$ cat config.mk
export PLATFORM = sky130hd
export DESIGN_NAME = serial_camera_host_sequencer
export DESIGN_NICKNAME = d
export VERILOG_FILES = /design/src/design/schs_pkg.sv /design/src/design/serial_camera_host_sequencer.sv
export SDC_FILE = /design/constraint.sdc
export NUM_CORES = 1
export LEC_CHECK = 0
export ABC_AREA = 1
export BUFFER_PORTS_ARGS = -buffer_cell sky130_fd_sc_hd__buf_2
export CORE_ASPECT_RATIO = 0.6
export CORE_UTILIZATION = 39
export DETAILED_ROUTE_END_ITERATION = 10
export PLACE_DENSITY = 0.58
export SETUP_SLACK_MARGIN = 0.1
export SYNTH_ARGS = -nofsm -noshare
export SYNTH_HDL_FRONTEND = slang
export SYNTH_SLANG_ARGS = --single-unit
$ cat constraint.sdc
create_clock -name clk_i -period 4.8 [get_ports clk_i]
set_clock_uncertainty 0.05 [all_clocks]
set_input_delay 0.72 -clock clk_i [delete_from_list [all_inputs] [get_ports clk_i]]
set_output_delay 0.72 -clock clk_i [all_outputs]
set_load 0.02 [all_outputs]
$ cat src/design/schs_pkg.sv
// Package for the serial camera host sequencer: phase codes, result codes,
// operation codes and frame constants. No dependencies.
`default_nettype none
package schs_pkg;
  localparam int unsigned MaxPacketBytes = 1024;
  localparam int unsigned PlW = 11;

  typedef enum logic [2:0] {
    OP_RX = 3'd0, OP_TICK = 3'd1, OP_SYNC = 3'd2, OP_CAPTURE = 3'd3,
    OP_FETCH = 3'd4, OP_EXIT = 3'd5
  } op_e;

  typedef enum logic [8:0] {
    PH_IDLE = 9'b000000001, PH_SYNC_ACK = 9'b000000010, PH_SYNC_FRAME = 9'b000000100,
    PH_INIT_ACK = 9'b000001000, PH_SIZE_ACK = 9'b000010000, PH_SNAP_ACK = 9'b000100000,
    PH_GET_ACK = 9'b001000000, PH_LEN_FRAME = 9'b010000000, PH_DATA = 9'b100000000
  } phase_e;

  typedef enum logic [5:0] {
    SQ_IDLE = 6'b000001, SQ_CMD = 6'b000010, SQ_DIV = 6'b000100,
    SQ_EMIT = 6'b001000, SQ_STAT = 6'b010000, SQ_WAIT = 6'b100000
  } seq_e;

  localparam logic [1:0] KindTx = 2'd0;
  localparam logic [1:0] KindPay = 2'd1;
  localparam logic [1:0] KindStat = 2'd2;

  localparam logic [2:0] StSynced = 3'd0;
  localparam logic [2:0] StCaptured = 3'd1;
  localparam logic [2:0] StGood = 3'd2;
  localparam logic [2:0] StRetry = 3'd3;
  localparam logic [2:0] StFailed = 3'd4;

  localparam logic [2:0] RegAddr = 3'd0;
  localparam logic [2:0] RegFormat = 3'd1;
  localparam logic [2:0] RegPktLen = 3'd2;
  localparam logic [2:0] RegAckTo = 3'd3;
  localparam logic [2:0] RegDataTo = 3'd4;
  localparam logic [2:0] RegRetry = 3'd5;

  localparam logic [7:0] SyncByte = 8'haa;
  localparam logic [7:0] IdAck = 8'h0e;
  localparam logic [7:0] IdSync = 8'h0d;
  localparam logic [7:0] IdData = 8'h0a;
  localparam logic [7:0] IdInit = 8'h01;
  localparam logic [7:0] IdSize = 8'h06;
  localparam logic [7:0] IdSnap = 8'h05;
  localparam logic [7:0] IdGet = 8'h04;
  localparam logic [7:0] IdGetData = 8'h0e;
  localparam logic [7:0] FmtJpeg = 8'h07;
  localparam logic [7:0] ExitArg = 8'hf0;
endpackage
`default_nettype wire

$ cat src/design/serial_camera_host_sequencer.sv
// Top level of the serial camera host sequencer: protocol phases, command
// emission, frame matching and a serial shift-subtract divider. Uses schs_pkg.
//
//  channel  dir  handshake            payload
//  in       in   in_valid/in_ready    operation, rx_byte, packet_index
//  out      out  out_valid/out_ready  kind, data_byte, status, picture_length,
//                                     packet_count, payload_length, last
//  cfg      in   cfg_we_i             cfg_index_i, cfg_data_i
//
// One transaction at a time: after acceptance the sequencer passes through SQ_EMIT
// and SQ_WAIT before it is ready again, with SQ_CMD to build a command, SQ_STAT to
// judge a finished packet and the serial divider (SQ_DIV) for the capture report
// (one quotient bit per cycle); each result is emitted from SQ_EMIT.
// Reset clears phase, counters and the config registers to their defaults.
// Output stalls hold the sequencer; input is not ready until the last result goes.
`default_nettype none
module serial_camera_host_sequencer
  import schs_pkg::*;
(
  input  wire logic        clk_i,
  input  wire logic        rst_ni,
  input  wire logic        in_valid,
  output logic             in_ready,
  input  wire logic [2:0]  operation_i,
  input  wire logic [7:0]  rx_byte_i,
  input  wire logic [15:0] packet_index_i,
  output logic             out_valid,
  input  wire logic        out_ready,
  output logic [1:0]       kind_o,
  output logic [7:0]       data_byte_o,
  output logic [2:0]       status_o,
  output logic [23:0]      picture_length_o,
  output logic [15:0]      packet_count_o,
  output logic [9:0]       payload_length_o,
  output logic             last_o,
  input  wire logic        cfg_we_i,
  input  wire logic [2:0]  cfg_index_i,
  input  wire logic [15:0] cfg_data_i
);

  // Configuration registers.
  logic [2:0]  dev_q;
  logic [7:0]  fmt_q, retry_q;
  logic [10:0] plen_q;
  logic [15:0] ackto_q, datato_q;

  always_ff @(posedge clk_i or negedge rst_ni) begin
    if (!rst_ni) begin
      dev_q <= '0; fmt_q <= FmtJpeg; plen_q <= 11'd512;
      ackto_q <= 16'd100; datato_q <= 16'd1000; retry_q <= 8'd100;
    end else if (cfg_we_i) begin
      case (cfg_index_i)
        RegAddr:   dev_q <= cfg_data_i[2:0];
        RegFormat: fmt_q <= cfg_data_i[7:0];
        RegPktLen: plen_q <= cfg_data_i[10:0];
        RegAckTo:  ackto_q <= cfg_data_i;
        RegDataTo: datato_q <= cfg_data_i;
        RegRetry:  retry_q <= cfg_data_i[7:0];
        default: ;
      endcase
    end
  end

  // Clamp packet length to 8..MaxPacketBytes.
  logic [10:0] eff_len;
  always_comb begin
    if (plen_q < 11'd8) eff_len = 11'd8;
    else if (plen_q > PlW'(MaxPacketBytes)) eff_len = PlW'(MaxPacketBytes);
    else eff_len = plen_q;
  end
  logic [7:0] addr_bits;
  assign addr_bits = {dev_q, 5'd0};

  // Protocol state.
  phase_e      phase_q, phase_d;
  seq_e        seq_q, seq_d;
  logic [10:0] fpos_q, fpos_d;
  logic [15:0] idle_q, idle_d;
  logic [23:0] lenr_q, lenr_d;
  logic [7:0]  sum_q, sum_d, dl0_q, dl0_d, dl1_q, dl1_d;
  logic [7:0]  att_q, att_d;
  logic [15:0] fidx_q, fidx_d;
  logic        mis_q, mis_d;

  // Pending work for the emitter.
  logic        cmd_q, cmd_d;          // command queued
  logic [7:0]  c1_q, c1_d, c2_q, c2_d, c3_q, c3_d, c4_q, c4_d, c5_q, c5_d;
  logic [2:0]  cidx_q, cidx_d;
  logic        pay_q, pay_d;          // payload byte queued
  logic [7:0]  payb_q, payb_d;
  logic        st_q, st_d;            // status queued (after command when synced)
  logic [2:0]  stc_q, stc_d;
  logic        stfirst_q, stfirst_d;  // status goes before the command
  logic [9:0]  paylen_q, paylen_d;
  logic        div_q, div_d;          // capture division queued
  logic [4:0]  dcnt_q, dcnt_d;
  logic [23:0] quo_q, quo_d;
  logic [10:0] rem_q, rem_d;

  // Output register.
  logic        ov_q, ov_d;
  logic [1:0]  ok_q, ok_d;
  logic [7:0]  ob_q, ob_d;
  logic [2:0]  os_q, os_d;
  logic [23:0] opl_q, opl_d;
  logic [15:0] opc_q, opc_d;
  logic [9:0]  opy_q, opy_d;
  logic        ol_q, ol_d;

  assign in_ready  = (seq_q == SQ_IDLE) && !ov_q;
  assign out_valid = ov_q;
  assign kind_o = ok_q; assign data_byte_o = ob_q; assign status_o = os_q;
  assign picture_length_o = opl_q; assign packet_count_o = opc_q;
  assign payload_length_o = opy_q; assign last_o = ol_q;

  logic [7:0] exp_v;
  logic       exp_ok;
  logic [2:0] p;
  logic [7:0] id;
  logic [9:0] pay;
  logic [11:0] trial;
  logic [15:0] lim;
  logic [7:0] att_inc;
  logic [10:0] np;

  always_comb begin
    phase_d = phase_q; seq_d = seq_q; fpos_d = fpos_q; idle_d = idle_q;
    lenr_d = lenr_q; sum_d = sum_q; dl0_d = dl0_q; dl1_d = dl1_q;
    att_d = att_q; fidx_d = fidx_q; mis_d = mis_q;
    cmd_d = cmd_q; c1_d = c1_q; c2_d = c2_q; c3_d = c3_q; c4_d = c4_q; c5_d = c5_q;
    cidx_d = cidx_q; pay_d = pay_q; payb_d = payb_q; st_d = st_q; stc_d = stc_q;
    stfirst_d = stfirst_q; paylen_d = paylen_q; div_d = div_q; dcnt_d = dcnt_q;
    quo_d = quo_q; rem_d = rem_q;
    ov_d = ov_q; ok_d = ok_q; ob_d = ob_q; os_d = os_q; opl_d = opl_q;
    opc_d = opc_q; opy_d = opy_q; ol_d = ol_q;
    exp_v = '0; exp_ok = 1'b0; id = IdGet;
    p = (fpos_q >= 11'd6) ? 3'd5 : fpos_q[2:0];
    pay = 10'(eff_len - 11'd6);
    trial = {rem_q, quo_q[23]} - {2'b00, pay};
    lim = (phase_q == PH_DATA || phase_q == PH_LEN_FRAME) ? datato_q : ackto_q;
    att_inc = (att_q < 8'd255) ? att_q + 8'd1 : att_q;
    np = fpos_q + 11'd1;

    if (ov_q && out_ready) ov_d = 1'b0;

    // Sequencer: SQ_CMD below queues the command for phase_q and clears frame state.
    case (seq_q)
      SQ_IDLE: begin
        if (in_valid && in_ready) begin
          cmd_d = 1'b0; pay_d = 1'b0; st_d = 1'b0; div_d = 1'b0;
          stfirst_d = 1'b0; cidx_d = '0; seq_d = SQ_EMIT;
          case (operation_i)
            OP_SYNC, OP_CAPTURE, OP_FETCH: begin
              if (operation_i == OP_FETCH) begin
                att_d = '0; fidx_d = packet_index_i;
              end
              phase_d = (operation_i == OP_SYNC) ? PH_SYNC_ACK :
                        (operation_i == OP_CAPTURE) ? PH_INIT_ACK : PH_DATA;
              seq_d = SQ_CMD;
            end
            OP_EXIT: begin
              cmd_d = 1'b1; c1_d = IdAck; c2_d = '0; c3_d = '0;
              c4_d = ExitArg; c5_d = ExitArg;
              phase_d = PH_IDLE; fpos_d = '0; idle_d = '0; sum_d = '0;
              dl0_d = '0; dl1_d = '0; mis_d = 1'b0;
            end
            OP_TICK: begin
              if (phase_q != PH_IDLE) begin
                if (idle_q < 16'hffff) idle_d = idle_q + 16'd1;
                if (((idle_q < 16'hffff) ? idle_q + 16'd1 : idle_q) >= lim) begin
                  if (phase_q == PH_DATA) seq_d = SQ_STAT;
                  else begin
                    phase_d = (phase_q == PH_SYNC_FRAME) ? PH_SYNC_ACK :
                              (phase_q == PH_LEN_FRAME) ? PH_GET_ACK : phase_q;
                    seq_d = SQ_CMD;
                  end
                end
              end
            end
            OP_RX: begin
              if (phase_q == PH_DATA) begin
                if (fpos_q >= 11'd2) begin
                  sum_d = sum_q + dl1_q;
                  if (fpos_q >= 11'd6) begin pay_d = 1'b1; payb_d = dl1_q; end
                end
                dl1_d = dl0_q; dl0_d = rx_byte_i; fpos_d = np; idle_d = '0;
                if (np >= eff_len) seq_d = SQ_STAT;
              end else if (phase_q != PH_IDLE) begin
                case (phase_q)
                  PH_SYNC_ACK: id = IdSync;
                  PH_INIT_ACK: id = IdInit;
                  PH_SIZE_ACK: id = IdSize;
                  PH_SNAP_ACK: id = IdSnap;
                  default: id = IdGet;
                endcase
                if (p == 3'd0) begin exp_ok = 1'b1; exp_v = SyncByte; end
                else if (phase_q == PH_SYNC_FRAME) begin
                  exp_ok = 1'b1; exp_v = (p == 3'd1) ? (IdSync | addr_bits) : 8'd0;
                end else if (phase_q == PH_LEN_FRAME) begin
                  exp_ok = (p == 3'd1) || (p == 3'd2);
                  exp_v = (p == 3'd1) ? (IdData | addr_bits) : IdInit;
                end else begin
                  exp_ok = (p != 3'd3);
                  exp_v = (p == 3'd1) ? (IdAck | addr_bits) : (p == 3'd2) ? id : 8'd0;
                end
                mis_d = mis_q | (exp_ok && exp_v != rx_byte_i);
                if (phase_q == PH_LEN_FRAME && p >= 3'd3) begin
                  case (p)
                    3'd3: lenr_d[7:0] = rx_byte_i;
                    3'd4: lenr_d[15:8] = rx_byte_i;
                    default: lenr_d[23:16] = rx_byte_i;
                  endcase
                end
                fpos_d = {8'd0, p} + 11'd1; idle_d = '0;
                if (p == 3'd5) begin
                  fpos_d = '0; sum_d = '0; dl0_d = '0; dl1_d = '0; mis_d = 1'b0;
                  if (mis_q | (exp_ok && exp_v != rx_byte_i)) begin
                    phase_d = (phase_q == PH_SYNC_FRAME) ? PH_SYNC_ACK :
                              (phase_q == PH_LEN_FRAME) ? PH_GET_ACK : phase_q;
                    seq_d = SQ_CMD;
                  end else begin
                    case (phase_q)
                      PH_SYNC_ACK: phase_d = PH_SYNC_FRAME;
                      PH_SYNC_FRAME: begin
                        cmd_d = 1'b1; c1_d = IdAck; c2_d = IdSync; c3_d = '0;
                        c4_d = '0; c5_d = '0; st_d = 1'b1; stc_d = StSynced;
                        phase_d = PH_IDLE;
                      end
                      PH_INIT_ACK: begin phase_d = PH_SIZE_ACK; seq_d = SQ_CMD; end
                      PH_SIZE_ACK: begin phase_d = PH_SNAP_ACK; seq_d = SQ_CMD; end
                      PH_SNAP_ACK: begin phase_d = PH_GET_ACK; seq_d = SQ_CMD; end
                      PH_GET_ACK: phase_d = PH_LEN_FRAME;
                      default: begin
                        phase_d = PH_IDLE; st_d = 1'b1; stc_d = StCaptured;
                        div_d = 1'b1; dcnt_d = '0;
                        quo_d = (p == 3'd5) ? {rx_byte_i, lenr_q[15:0]} : lenr_q;
                        rem_d = '0; seq_d = SQ_DIV;
                      end
                    endcase
                  end
                end
              end
            end
            default: ;
          endcase
        end
      end
      SQ_CMD: begin
        // Build command for phase_q and clear frame state.
        cmd_d = 1'b1; c2_d = '0; c3_d = '0; c4_d = '0; c5_d = '0;
        case (phase_q)
          PH_SYNC_ACK: c1_d = IdSync;
          PH_INIT_ACK: begin c1_d = IdInit; c3_d = FmtJpeg; c5_d = fmt_q; end
          PH_SIZE_ACK: begin
            c1_d = IdSize; c2_d = 8'h08; c3_d = eff_len[7:0]; c4_d = {5'd0, eff_len[10:8]};
          end
          PH_SNAP_ACK: c1_d = IdSnap;
          PH_GET_ACK: begin c1_d = IdGet; c2_d = 8'h01; end
          default: begin c1_d = IdGetData; c4_d = fidx_q[7:0]; c5_d = fidx_q[15:8]; end
        endcase
        fpos_d = '0; idle_d = '0; sum_d = '0; dl0_d = '0; dl1_d = '0; mis_d = 1'b0;
        seq_d = SQ_EMIT;
      end
      SQ_STAT: begin
        // Judge a finished data packet.
        st_d = 1'b1; fpos_d = '0; idle_d = '0; sum_d = '0; dl0_d = '0; dl1_d = '0;
        mis_d = 1'b0; seq_d = SQ_EMIT;
        if (fpos_q >= 11'd6 && sum_q == dl1_q) begin
          stc_d = StGood; paylen_d = 10'(fpos_q - 11'd6); phase_d = PH_IDLE;
        end else begin
          att_d = att_inc;
          if (att_inc < retry_q) begin
            stc_d = StRetry; stfirst_d = 1'b1; seq_d = SQ_CMD;
          end else begin
            stc_d = StFailed; phase_d = PH_IDLE;
          end
        end
      end
      SQ_DIV: begin
        // Restoring division, one quotient bit per cycle.
        if (!trial[11]) begin
          rem_d = trial[10:0]; quo_d = {quo_q[22:0], 1'b1};
        end else begin
          rem_d = {rem_q[9:0], quo_q[23]}; quo_d = {quo_q[22:0], 1'b0};
        end
        dcnt_d = dcnt_q + 5'd1;
        if (dcnt_q == 5'd23) seq_d = SQ_EMIT;
      end
      SQ_EMIT: begin
        if (!ov_q || out_ready) begin
          ok_d = KindTx; ob_d = '0; os_d = '0; opl_d = '0; opc_d = '0; opy_d = '0;
          ol_d = 1'b0;
          if (pay_q) begin
            ov_d = 1'b1; ok_d = KindPay; ob_d = payb_q; pay_d = 1'b0;
            ol_d = !st_q && !cmd_q;
          end else if (st_q && (stfirst_q || !cmd_q)) begin
            ov_d = 1'b1; ok_d = KindStat; os_d = stc_q; st_d = 1'b0; stfirst_d = 1'b0;
            if (stc_q == StGood) opy_d = paylen_q;
            if (div_q) begin
              opl_d = lenr_q;
              opc_d = (quo_q[23:16] != 8'd0 || (quo_q[15:0] == 16'hffff && rem_q != 0))
                      ? 16'hffff : quo_q[15:0] + ((rem_q != 0) ? 16'd1 : 16'd0);
              div_d = 1'b0;
            end
            ol_d = !cmd_q;
          end else if (cmd_q) begin
            ov_d = 1'b1;
            case (cidx_q)
              3'd0: ob_d = SyncByte;
              3'd1: ob_d = addr_bits | c1_q;
              3'd2: ob_d = c2_q;
              3'd3: ob_d = c3_q;
              3'd4: ob_d = c4_q;
              default: ob_d = c5_q;
            endcase
            cidx_d = cidx_q + 3'd1;
            if (cidx_q == 3'd5) begin cmd_d = 1'b0; cidx_d = '0; ol_d = !st_q; end
          end else begin
            seq_d = SQ_WAIT;
          end
        end
      end
      SQ_WAIT: begin
        seq_d = SQ_IDLE;
      end
      default: seq_d = SQ_IDLE;
    endcase
  end

  always_ff @(posedge clk_i or negedge rst_ni) begin
    if (!rst_ni) begin
      phase_q <= PH_IDLE; seq_q <= SQ_IDLE; fpos_q <= '0; idle_q <= '0;
      lenr_q <= '0; sum_q <= '0; dl0_q <= '0; dl1_q <= '0; att_q <= '0;
      fidx_q <= '0; mis_q <= 1'b0; cmd_q <= 1'b0; cidx_q <= '0; pay_q <= 1'b0;
      st_q <= 1'b0; stfirst_q <= 1'b0; div_q <= 1'b0; dcnt_q <= '0; ov_q <= 1'b0;
    end else begin
      phase_q <= phase_d; seq_q <= seq_d; fpos_q <= fpos_d; idle_q <= idle_d;
      lenr_q <= lenr_d; sum_q <= sum_d; dl0_q <= dl0_d; dl1_q <= dl1_d;
      att_q <= att_d; fidx_q <= fidx_d; mis_q <= mis_d; cmd_q <= cmd_d;
      cidx_q <= cidx_d; pay_q <= pay_d; st_q <= st_d; stfirst_q <= stfirst_d;
      div_q <= div_d; dcnt_q <= dcnt_d; ov_q <= ov_d;
    end
  end

  always_ff @(posedge clk_i) begin
    c1_q <= c1_d; c2_q <= c2_d; c3_q <= c3_d; c4_q <= c4_d; c5_q <= c5_d;
    payb_q <= payb_d; stc_q <= stc_d; paylen_q <= paylen_d; quo_q <= quo_d;
    rem_q <= rem_d; ok_q <= ok_d; ob_q <= ob_d; os_q <= os_d; opl_q <= opl_d;
    opc_q <= opc_d; opy_q <= opy_d; ol_q <= ol_d;
  end

`ifndef SYNTHESIS
  a_ready_idle: assert property (@(posedge clk_i) disable iff (!rst_ni)
    in_ready |-> (seq_q == SQ_IDLE && !ov_q)) else $error("ready while busy");
  a_div_len: assert property (@(posedge clk_i) disable iff (!rst_ni)
    seq_q == SQ_DIV |-> dcnt_q <= 5'd23) else $error("divider overrun");
  a_cidx: assert property (@(posedge clk_i) disable iff (!rst_ni)
    cidx_q <= 3'd5) else $error("command index out of range");
`endif

endmodule
`default_nettype wire

# Word level (Yosys, flattened, before mapping)
# Cells that the tools add are included.
[classes]
magnitude_cmp = 10
n_reduce_logical = 72
n_addsub = 11
bitwise = 7
n_eq_ne = 74
n_mux = 237
[op_table]
columns = ["cell", "n"]
rows = [
  ["2-to-1 mux 8 bit", 48],
  ["case mux 8 bit (2 select lines)", 19],
  ["2-to-1 mux 24 bit", 7],
  ["2-to-1 mux 11 bit", 13],
  ["2-to-1 mux 9 bit", 14],
  ["2-to-1 mux 16 bit", 7],
  ["case mux 8 bit (5 select lines)", 2],
  ["case mux 11 bit (2 select lines)", 3],
  ["2-to-1 mux 1 bit", 61],
  ["2-to-1 mux 5 bit", 11],
  ["case mux 16 bit (3 select lines)", 1],
  ["case mux 24 bit (2 select lines)", 1],
  ["2-to-1 mux 3 bit", 15],
  ["2-to-1 mux 6 bit", 7],
  ["case mux 9 bit (4 select lines)", 1],
  ["AND reduction 5 bit", 7],
  ["case mux 16 bit (2 select lines)", 1],
  ["case mux 6 bit (5 select lines)", 1],
  ["AND reduction 7 bit", 4],
  ["== test 3 x 2 -> 1 bit, second input constant", 9],
  ["!= test 3 bit, second input constant", 9],
  ["!= test 2 bit, second input constant", 13],
  ["== test 3 bit, second input constant", 8],
  ["2-to-1 mux 4 bit", 6],
  ["77 further kinds", 143],
]
[word_totals]
elab_cells = 455
ff_bits = 351

# Depth between registers and ports, before layout
# Gate-level depths: netlist (run 1).
[depth]
word_depth = 23
ltp_mapped = 25

# Worst setup path before layout (run 1)
# OpenSTA, ideal clock, no wires.
[synth_timing]
path_kind = "register to register"
start = "register seq_q[5]"
end = "register ob_q[0] (netlist: data_byte_o[0]) (enable)"
setup_ps = 487
period_less_slack_ps = 4135
t_arrival_ps = 3598
path_stages_with_launch = 5
path_slack_ps = 665
path_cell_list = "dfrtp_1 > nor2_1 > nand4_1 > clkbuf_1 > nor2_1"
[synth_between]
elab_chain_len = 2
[synth_rtl]
columns = ["item", "line_no", "text"]
rows = [
  ["start, declared", "serial_camera_host_sequencer.sv:76", "seq_e seq_q, seq_d;"],
  ["start signal, assigned", "serial_camera_host_sequencer.sv:337", "phase_q <= phase_d; seq_q <= seq_d; fpos_q <= fpos_d; idle_q <= idle_d;"],
  ["== test 6 x 4 -> 1 bit", "serial_camera_host_sequencer.sv:147", "case (seq_q)"],
  ["AND reduction 2 bit (no source line)", "-", ""],
  ["end signal, assigned", "serial_camera_host_sequencer.sv:348", "rem_q <= rem_d; ok_q <= ok_d; ob_q <= ob_d; os_q <= os_d; opl_q <= opl_d;"],
  ["end, declared", "serial_camera_host_sequencer.sv:103", "logic [7:0] ob_q, ob_d;"],
]
# No other way between the ends.
# A chain may end at the register's enable or synchronous reset.

# Final worst setup path (run 1)
[layout_timing]
start = "register phase_q[4]"
end = "register phase_q[5]"
[layout_between]
elab_chain_len = 22
[layout_rtl]
columns = ["item", "line_no", "text"]
rows = [
  ["start, declared", "serial_camera_host_sequencer.sv:75", "phase_e phase_q, phase_d;"],
  ["start signal, assigned", "serial_camera_host_sequencer.sv:337", ""],
  ["== test 9 x 6 -> 1 bit (tied with other cells)", "serial_camera_host_sequencer.sv:189, serial_camera_host_sequencer.sv:222", ""],
  ["case mux 4 bit (4 select lines)", "serial_camera_host_sequencer.sv:189", "case (phase_q)"],
  ["2-to-1 mux 8 bit (2 in series)", "serial_camera_host_sequencer.sv:204", "exp_v = (p == 3'd1) ? (IdAck | addr_bits) : (p == 3'd2) ? id : 8'd0;"],
  ["2-to-1 mux 8 bit", "serial_camera_host_sequencer.sv:199", "end else if (phase_q == PH_LEN_FRAME) begin"],
  ["2-to-1 mux 8 bit", "serial_camera_host_sequencer.sv:197", "else if (phase_q == PH_SYNC_FRAME) begin"],
  ["2-to-1 mux 8 bit", "serial_camera_host_sequencer.sv:196", "if (p == 3'd0) begin exp_ok = 1'b1; exp_v = SyncByte; end"],
  ["2-to-1 mux 8 bit", "serial_camera_host_sequencer.sv:188", "end else if (phase_q != PH_IDLE) begin"],
  ["2-to-1 mux 8 bit", "serial_camera_host_sequencer.sv:181", "if (phase_q == PH_DATA) begin"],
  ["[... 5 more ...]", "-", ""],
  ["bitwise OR 1 bit", "serial_camera_host_sequencer.sv:217", "if (mis_q | (exp_ok && exp_v != rx_byte_i)) begin"],
  ["2-to-1 mux 9 bit", "serial_camera_host_sequencer.sv:217", ""],
  ["2-to-1 mux 9 bit", "serial_camera_host_sequencer.sv:215", "if (p == 3'd5) begin"],
  ["2-to-1 mux 9 bit", "serial_camera_host_sequencer.sv:188", ""],
  ["2-to-1 mux 9 bit", "serial_camera_host_sequencer.sv:181", ""],
  ["case mux 9 bit (4 select lines)", "serial_camera_host_sequencer.sv:152", "case (operation_i)"],
  ["2-to-1 mux 9 bit", "serial_camera_host_sequencer.sv:149", "if (in_valid && in_ready) begin"],
  ["case mux 9 bit (2 select lines)", "serial_camera_host_sequencer.sv:147", ""],
]
# Parallel ways exist; a longest one is shown, timed or not. The select of a mux whose other input is x is not followed.

==> metrics.csv, run 1 <==
stage,metric,value,unit
floorplan,ios,117,
timing,fmaxAchievable,238,MHz
clocking,cts_resized,0,
finish,multi_input_area,7010,um^2
logic_synthesis,synth_nets,2088,
global_route,gr-total-overflow,0,
place,port_buffers,116,
detailed_routing,first_pass_iters,5,
clocking,insertion_delay,0.54,ns
clocking,clock_path_buffers,3,
detailed_routing,drtIter0Drc,1679,
hold_path,hold_class,in -> async,
detailed_routing,drc,0,
clocking,clock-root-buffer,clkbuf_16,
clocking,clock_sinks,342,
global_route,gr-usage-met3,0.0535,
timing,slew_violations,0,
worst_setup_path,worstSetupEndpointType,flip-flop,
worst_setup_path,crit_type,reg -> reg,
logic_synthesis,yosys.area_share.simple,0.180,
detailed_routing,detail_route.vias_per_cell,5.31,
floorplan,die-area,46200,um^2
logic_synthesis,synthMuxAreaShare,0.0142,
worst_setup_path,cp.arrival,4.61,ns
timing,layout_min_cycle_time,4.21,ns
logic_synthesis,synth_edf_count,151,
finish,fill_cells,4251,
logic_synthesis,avgSynthCellArea,8.96,um^2
detailed_routing,wl,51500,um
logic_synthesis,syn_inst,1972,
global_route,grt_max_degree,76,
clocking,cts_hold_buf,0,
logic_synthesis,synthAdderAreaFrac,0.0469,
timing,tightest_slew,1.25,ns
floorplan,dieHeight,167,um
timing,setup_violations,0,
finish,syn_to_final_growth,13.9,%
place,gp_congestion,0.980,
clocking,cts_tree,done,
logic_synthesis,ys_seq_elements,342,
logic_synthesis,synth_compound_area_frac,0.127,
worst_setup_path,worstPathRequired,5.20,ns
power,cellPowerDensity,482,nW/um^2
timing,finalCritPeriodShare,0.877,
logic_synthesis,ys_async_sr_fraction,0.558,
detailed_routing,wl_per_cell,19.1,um
floorplan,rows,59,
clocking,numCtsBuffers,35,
global_route,antenna_found_initial,2,
logic_synthesis,ys_seq_area_frac,0.528,
place,hpwl,39400,um
floorplan,start_util,0.402,
worst_setup_path,path_max_fanout,16,
worst_setup_path,cp-start-kind,flip-flop,
global_route,grt_usage,0.225,
clocking,post_cts_buffers,0,
floorplan,die_w,277,um
global_route,met1_usage,0.366,
logic_synthesis,ys_warn_count,0,
finish,regArea,9340,um^2
detailed_routing,postRouteAntennaNets,0,
timing,worst_hold_slack,0.180,ns
outcome,status,finished clean,
global_route,grt.met2_usage,0.294,
finish,final_net_count,2214,
timing,slew_headroom,0.162,
place,post_dp_cell_area,19000,um^2
floorplan,core,44000,um^2
timing,hold_viol,0,
logic_synthesis,synth-xor-area-share,0.0268,
logic_synthesis,synth_ff_type,dfrtp_1,
logic_synthesis,synth_top_family_by_area,simple AND/OR/NAND/NOR gates,
power,ir_worst_vdd,0.204,mV
global_route,grt_pass1_vias,13600,
detailed_routing,vias,14400,
finish,insertedDiodeCount,0,
power,p_leak,8.96,nW
clocking,cts_max_level,2,
clocking,clk_pin_slew,0.06,ns
finish,final_area,20100,um^2
logic_synthesis,syn_area,17700,um^2
timing,rsz0062_at_grt,no,
logic_synthesis,ys_types,57,
timing,tns,0,ns
global_route,gr-max-usage-layer,met1,
finish,drive_above_1_share,0.124,
global_route,grt_pass1_wl,80200,um
job,max-cap-violations,0,
final cells by class:
type,instances,share of cell area
clock buffers,48,0.0501
clock inverters,15,0.00640
multi-input cells,1278,0.348
well taps,579,0.0360
repair buffers,138,0.0387
inverters,303,0.0565
flip-flops and latches,342,0.464
where the power goes:
part | total (mW) | internal (mW) | switching [mW] | leakage [nW]
sequential | 3.91 | 3.60 | 0.302 | 3.78
clock | 2.76 | 1.58 | 1.18 | 0.557
combinational | 3.03 | 0.905 | 2.13 | 4.62
worst max-delay path, cell delays in order, from the launching register on:
cell      delay [ns]
dfrtp_1         0.45
nor2_2          0.20
nand2_1         0.15
nor3_2          0.34
inv_1           0.22
nand2_1         0.11
buf_4           0.33
mux2i_1         0.43
ha_1            0.21
nand2_1         0.07
o21a_1          0.18
o221ai_1        0.15
nand2_1         0.07
nand3_1         0.19
nor2_1          0.06
nor2_1          0.23
nand2_1         0.13
nor2_1          0.30
o211ai_1        0.15
o21ai_0         0.09
flip-flops by register name, indices dropped and copies added (netlist names), 9 cells and up:
name	count
picture_length_o	24
fpos_q	11
quo_q	24
lenr_q	24
datato_q	16
paylen_q	10
idle_q	16
packet_count_o	16
fidx_q	16
ackto_q	16
phase_q	9
rem_q	11
plen_q	11
payload_length_o	10
layout by cell type, fill, tap and decap left out, drive strengths merged, types with 2 or more instances in the layout:
cell,netlist,routed
inv,302,302
clkbuf,38,49
o211a,2,2
or2,5,5
o21bai,2,2
clkinv,1,13
a211oi,5,5
buf,11,137
mux2,9,9
nor4,15,15
xnor2,14,14
fa,2,2
mux2i,15,15
edfxtp,151,151
a21oi,97,97
o22ai,40,40
o211ai,7,7
or4,2,2
a221oi,7,7
xor2,40,40
dfstp,18,18
o21ai,223,223
nand3,78,78
nand2,371,371
nor2,187,187
nor3,32,32
ha,63,63
o31ai,4,4
a21o,5,5
dfrtp,173,173
a31oi,8,8
nand4,32,32
bufinv,0,2
o21a,3,3
layer usage:
| metal | vias to the layer above | wire (um) |
|---|---|---|
| met3 | 64 | 4700 |
| met1 | 6896 | 26500 |
| li1 | 6865 | - |
| met5 | - | 0 |
| met4 | 0 | 797 |
| met2 | 538 | 19600 |
Yosys cell counts, types with 10 or more instances:
cell type | count | area [um^2]
xor2_1 | 40 | 350
nor2_1 | 176 | 661
o22ai_1 | 40 | 250
o21ai_1 | 31 | 155
nand2_1 | 368 | 1380
nor4_1 | 10 | 62.6
nor3_1 | 30 | 150
inv_2 | 10 | 37.5
dfrtp_1 | 173 | 4330
ha_1 | 63 | 788
inv_1 | 292 | 1100
mux2i_1 | 15 | 150
o21ai_0 | 191 | 956
clkbuf_1 | 38 | 143
dfstp_2 | 18 | 473
nand4_1 | 28 | 175
edfxtp_1 | 151 | 4530
nand3_1 | 74 | 370
xnor2_1 | 14 | 123
a21oi_1 | 96 | 480
cell families after synthesis:
| logic type | Yosys count |
|---|---|
| multiplexers | 24 |
| buffers and inverters | 352 |
| AND/OR/NAND/NOR | 726 |
| adder cells (fa/ha/maj) | 65 |
| AO/OA/AOI/OAI | 409 |
| XOR/XNOR | 54 |
| flip-flops | 342 |
metrics by stage:
step	util	instances	total power, mW	setup slack [ns]
after floorplan	-	1972	5.90	0.665
after global placement	0.432	2640	6.87	0.858
after detailed placement	0.432	2640	6.92	0.646
after CTS	0.457	2703	9.68	0.646
after global routing	0.457	2703	10.2	0.259
final	0.457	2703	9.70	0.593
final timing paths:
check                           slack, ns  startpoint     endpoint  depth (start not counted)
worst max-delay path                 0.59  phase_q[4]   phase_q[5]                         19
worst min-delay path                 0.18      rst_ni  ackto_q[15]                          1
worst max register to register       0.59  phase_q[4]   phase_q[5]                         19
worst min register to register       0.44  ackto_q[0]   ackto_q[0]                          2
max in group asynchronous            3.49      rst_ni    dcnt_q[1]                          2
min in group clk_i                   0.34   out_ready    out_valid                          2
No activity file was read; power rests on OpenSTA's default activity.
==> run 2, diff against run 1 <==
--- a/config.mk
+++ b/config.mk
@@ -11,6 +11,7 @@
 export CORE_UTILIZATION = 39
 export DETAILED_ROUTE_END_ITERATION = 10
 export PLACE_DENSITY = 0.58
+export REMOVE_ABC_BUFFERS = 1
 export SETUP_SLACK_MARGIN = 0.1
 export SYNTH_ARGS = -nofsm -noshare
 export SYNTH_HDL_FRONTEND = slang
==> run 2 against run 1 <==
Net effect: total power hardly changed; hold slack got worse by 0.019 ns; register-to-register slack got worse by 0.07 ns; routed wire length is 4.6% lower; cell count increased by 0.15%; sequential power about the same; sequential share of layout area is 0.10 points lower; flip-flop and latch count unchanged; non-clock buffer count grew 2; highest routed layer unchanged; first-iteration DRC count shrank 8.5%.
==> metrics.csv, run 2 (same netlist as run 1, synthesis figures left out) <==
stage,metric,value,unit
outcome,status,finished clean,
power,cellPowerDensity,480,nW/um^2
clocking,clock_path_buffers,3,
timing,tns,0,ns
global_route,grt_max_degree,116,
timing,slew_headroom,0.228,
power,p_clk_frac,0.290,
place,gp_congestion,0.989,
floorplan,ios,117,
timing,layout_min_cycle_time,4.28,ns
clocking,clock-root-buffer,clkbuf_16,
detailed_routing,drtIter0Drc,1537,
clocking,cts_hold_buf,0,
detailed_routing,postRouteAntennaNets,0,
finish,utilization,0.458,
worst_setup_path,rrSetupSlack,0.52,ns
timing,hold_viol,0,
worst_setup_path,path_max_fanout,5,
worst_setup_path,cp.arrival,4.66,ns
global_route,grt_pass1_vias,13500,
detailed_routing,wl_per_cell,18.2,um
timing,slew_violations,0,
detailed_routing,vias,14100,
global_route,gr-total-overflow,0,
clocking,numCtsBuffers,35,
detailed_routing,wl,49100,um
hold_path,hold_class,in -> async,
timing,rsz0062_at_grt,no,
clocking,post_cts_buffers,0,
clocking,clock_sinks,342,
finish,syn_to_final_growth,14.1,%
power,power.internal,6.12,mW
timing,finalCritPeriodShare,0.892,
floorplan,start_util,0.402,
global_route,grt_usage,0.215,
power,comb_power_share,0.308,
power,switching_share,0.369,
detailed_routing,detail_route.vias_per_cell,5.20,
floorplan,rows,59,
power,p_switching,3.57,mW
place,hpwl,36800,um
finish,final_common_cell,nand2_1,
floorplan,die-area,46200,um^2
place,port_buffers,116,
floorplan,dieHeight,167,um
finish,drive_above_1_share,0.129,
detailed_routing,first_pass_iters,5,
clocking,cts_tree,done,
timing,tightest_slew,1.16,ns
finish,mostFrequentLayoutCells,"nand2_1, inv_1, o21ai_0",
clocking,insertion_delay,0.54,ns
clocking,clk_pin_slew,0.07,ns
finish,final_net_count,2216,
worst_setup_path,worstSetupEndpointType,flip-flop,
power,pwr-share-seq,0.401,
finish,final_area,20200,um^2
timing,setup_violations,0,
global_route,grt_pass1_wl,77900,um
job,max-cap-violations,0,
place,post_dp_cell_area,19000,um^2
worst_setup_path,worstPathRequired,5.18,ns
worst_setup_path,crit_type,reg -> reg,
timing,fmaxAchievable,234,MHz
power,ir_worst_vdd,0.197,mV
global_route,antenna_found_initial,1,
clocking,cts_max_level,2,
power,power,9.69,mW
floorplan,die_w,277,um
detailed_routing,drc,0,
worst_setup_path,cp-start-kind,flip-flop,
power,p_leak,9.00,nW
floorplan,core,44000,um^2
-- run 2: changes by cell type in the layout (fill, tap and decap cells not counted), sizes merged --
cell | before | now
clkinvlp | 1 | 0
buf | 137 | 139
inv | 302 | 305
clkinv | 13 | 15
clkbuf | 49 | 46
diode | 0 | 1
-- run 2: final timing paths --
kind	startpoint	endpoint	cells after the start
max in group asynchronous	rst_ni	ackto_q[9]	2
hold / removal	rst_ni	att_q[3]	1
min in group clk_i	out_ready	out_valid	2
hold reg to reg	ackto_q[14]	ackto_q[14]	2
setup / recovery	idle_q[4]	phase_q[5]	24
setup reg to reg	idle_q[4]	phase_q[5]	24
-- run 2: area by class of cell --
class | instances | area [um^2]
flip-flops and latches | 342 | 9340
clock buffers | 45 | 1000
multi-input cells | 1278 | 7010
fillers | 4246 | 23800
clock inverters | 19 | 166
diodes | 1 | 2.50
well taps | 579 | 724
inverters | 303 | 1140
repair buffers | 140 | 782
-- run 2: repair_timing --
item,4_1_cts,5_1_grt
setup endpoints to repair,0,11
gates resized for setup,0,1
endpoints found under the hold margin,0,0
-- run 2: per-layer routing --
metal / share of wire / track usage / wire, um
met3: 0.071 / 0.0377 / 3500
met2: 0.39 / 0.293 / 19400
met1: 0.52 / 0.349 / 25600
met5: 0 / 0 / 0
met4: 0.013 / 0.0411 / 638
-- run 2: worst max-delay path, stage by stage, from the launching register on --
cell	delay (ns)
dfrtp_1	0.42
nand2_1	0.09
nor3_1	0.24
nand4_1	0.21
nor2_1	0.22
nand2_1	0.10
nor2_1	0.09
inv_1	0.07
nor2_1	0.26
inv_1	0.10
nand2_1	0.09
nor2_1	0.06
xor2_1	0.19
inv_1	0.07
ha_1	0.29
nand2_1	0.07
nor3_1	0.27
nand2_1	0.08
nand3_1	0.29
nor2_1	0.07
nor2_1	0.20
nand2_1	0.10
nor2_1	0.28
o211ai_1	0.14
o21ai_0	0.11
-- run 2: power groups by stage --
stage	Combinational (mW)	Sequential [mW]	Clock, mW
2_1_floorplan	1.92	3.94	0
3_3_place_gp	2.91	3.93	0
3_5_place_dp	2.95	3.93	0
4_1_cts	2.96	3.88	2.87
5_1_grt	3.31	3.93	2.99
6_report	2.99	3.89	2.81
-- run 2: stage by stage --
step | cells | hold WS [ns] | setup slack [ns]
final | 2707 | 0.162 | 0.518
after floorplan | 1923 | 0.374 | 0.440
after detailed placement | 2642 | 0.422 | 0.566
after CTS | 2706 | 0.191 | 0.543
after global routing | 2706 | 0.215 | 0.128
after global placement | 2642 | 0.416 | 0.807
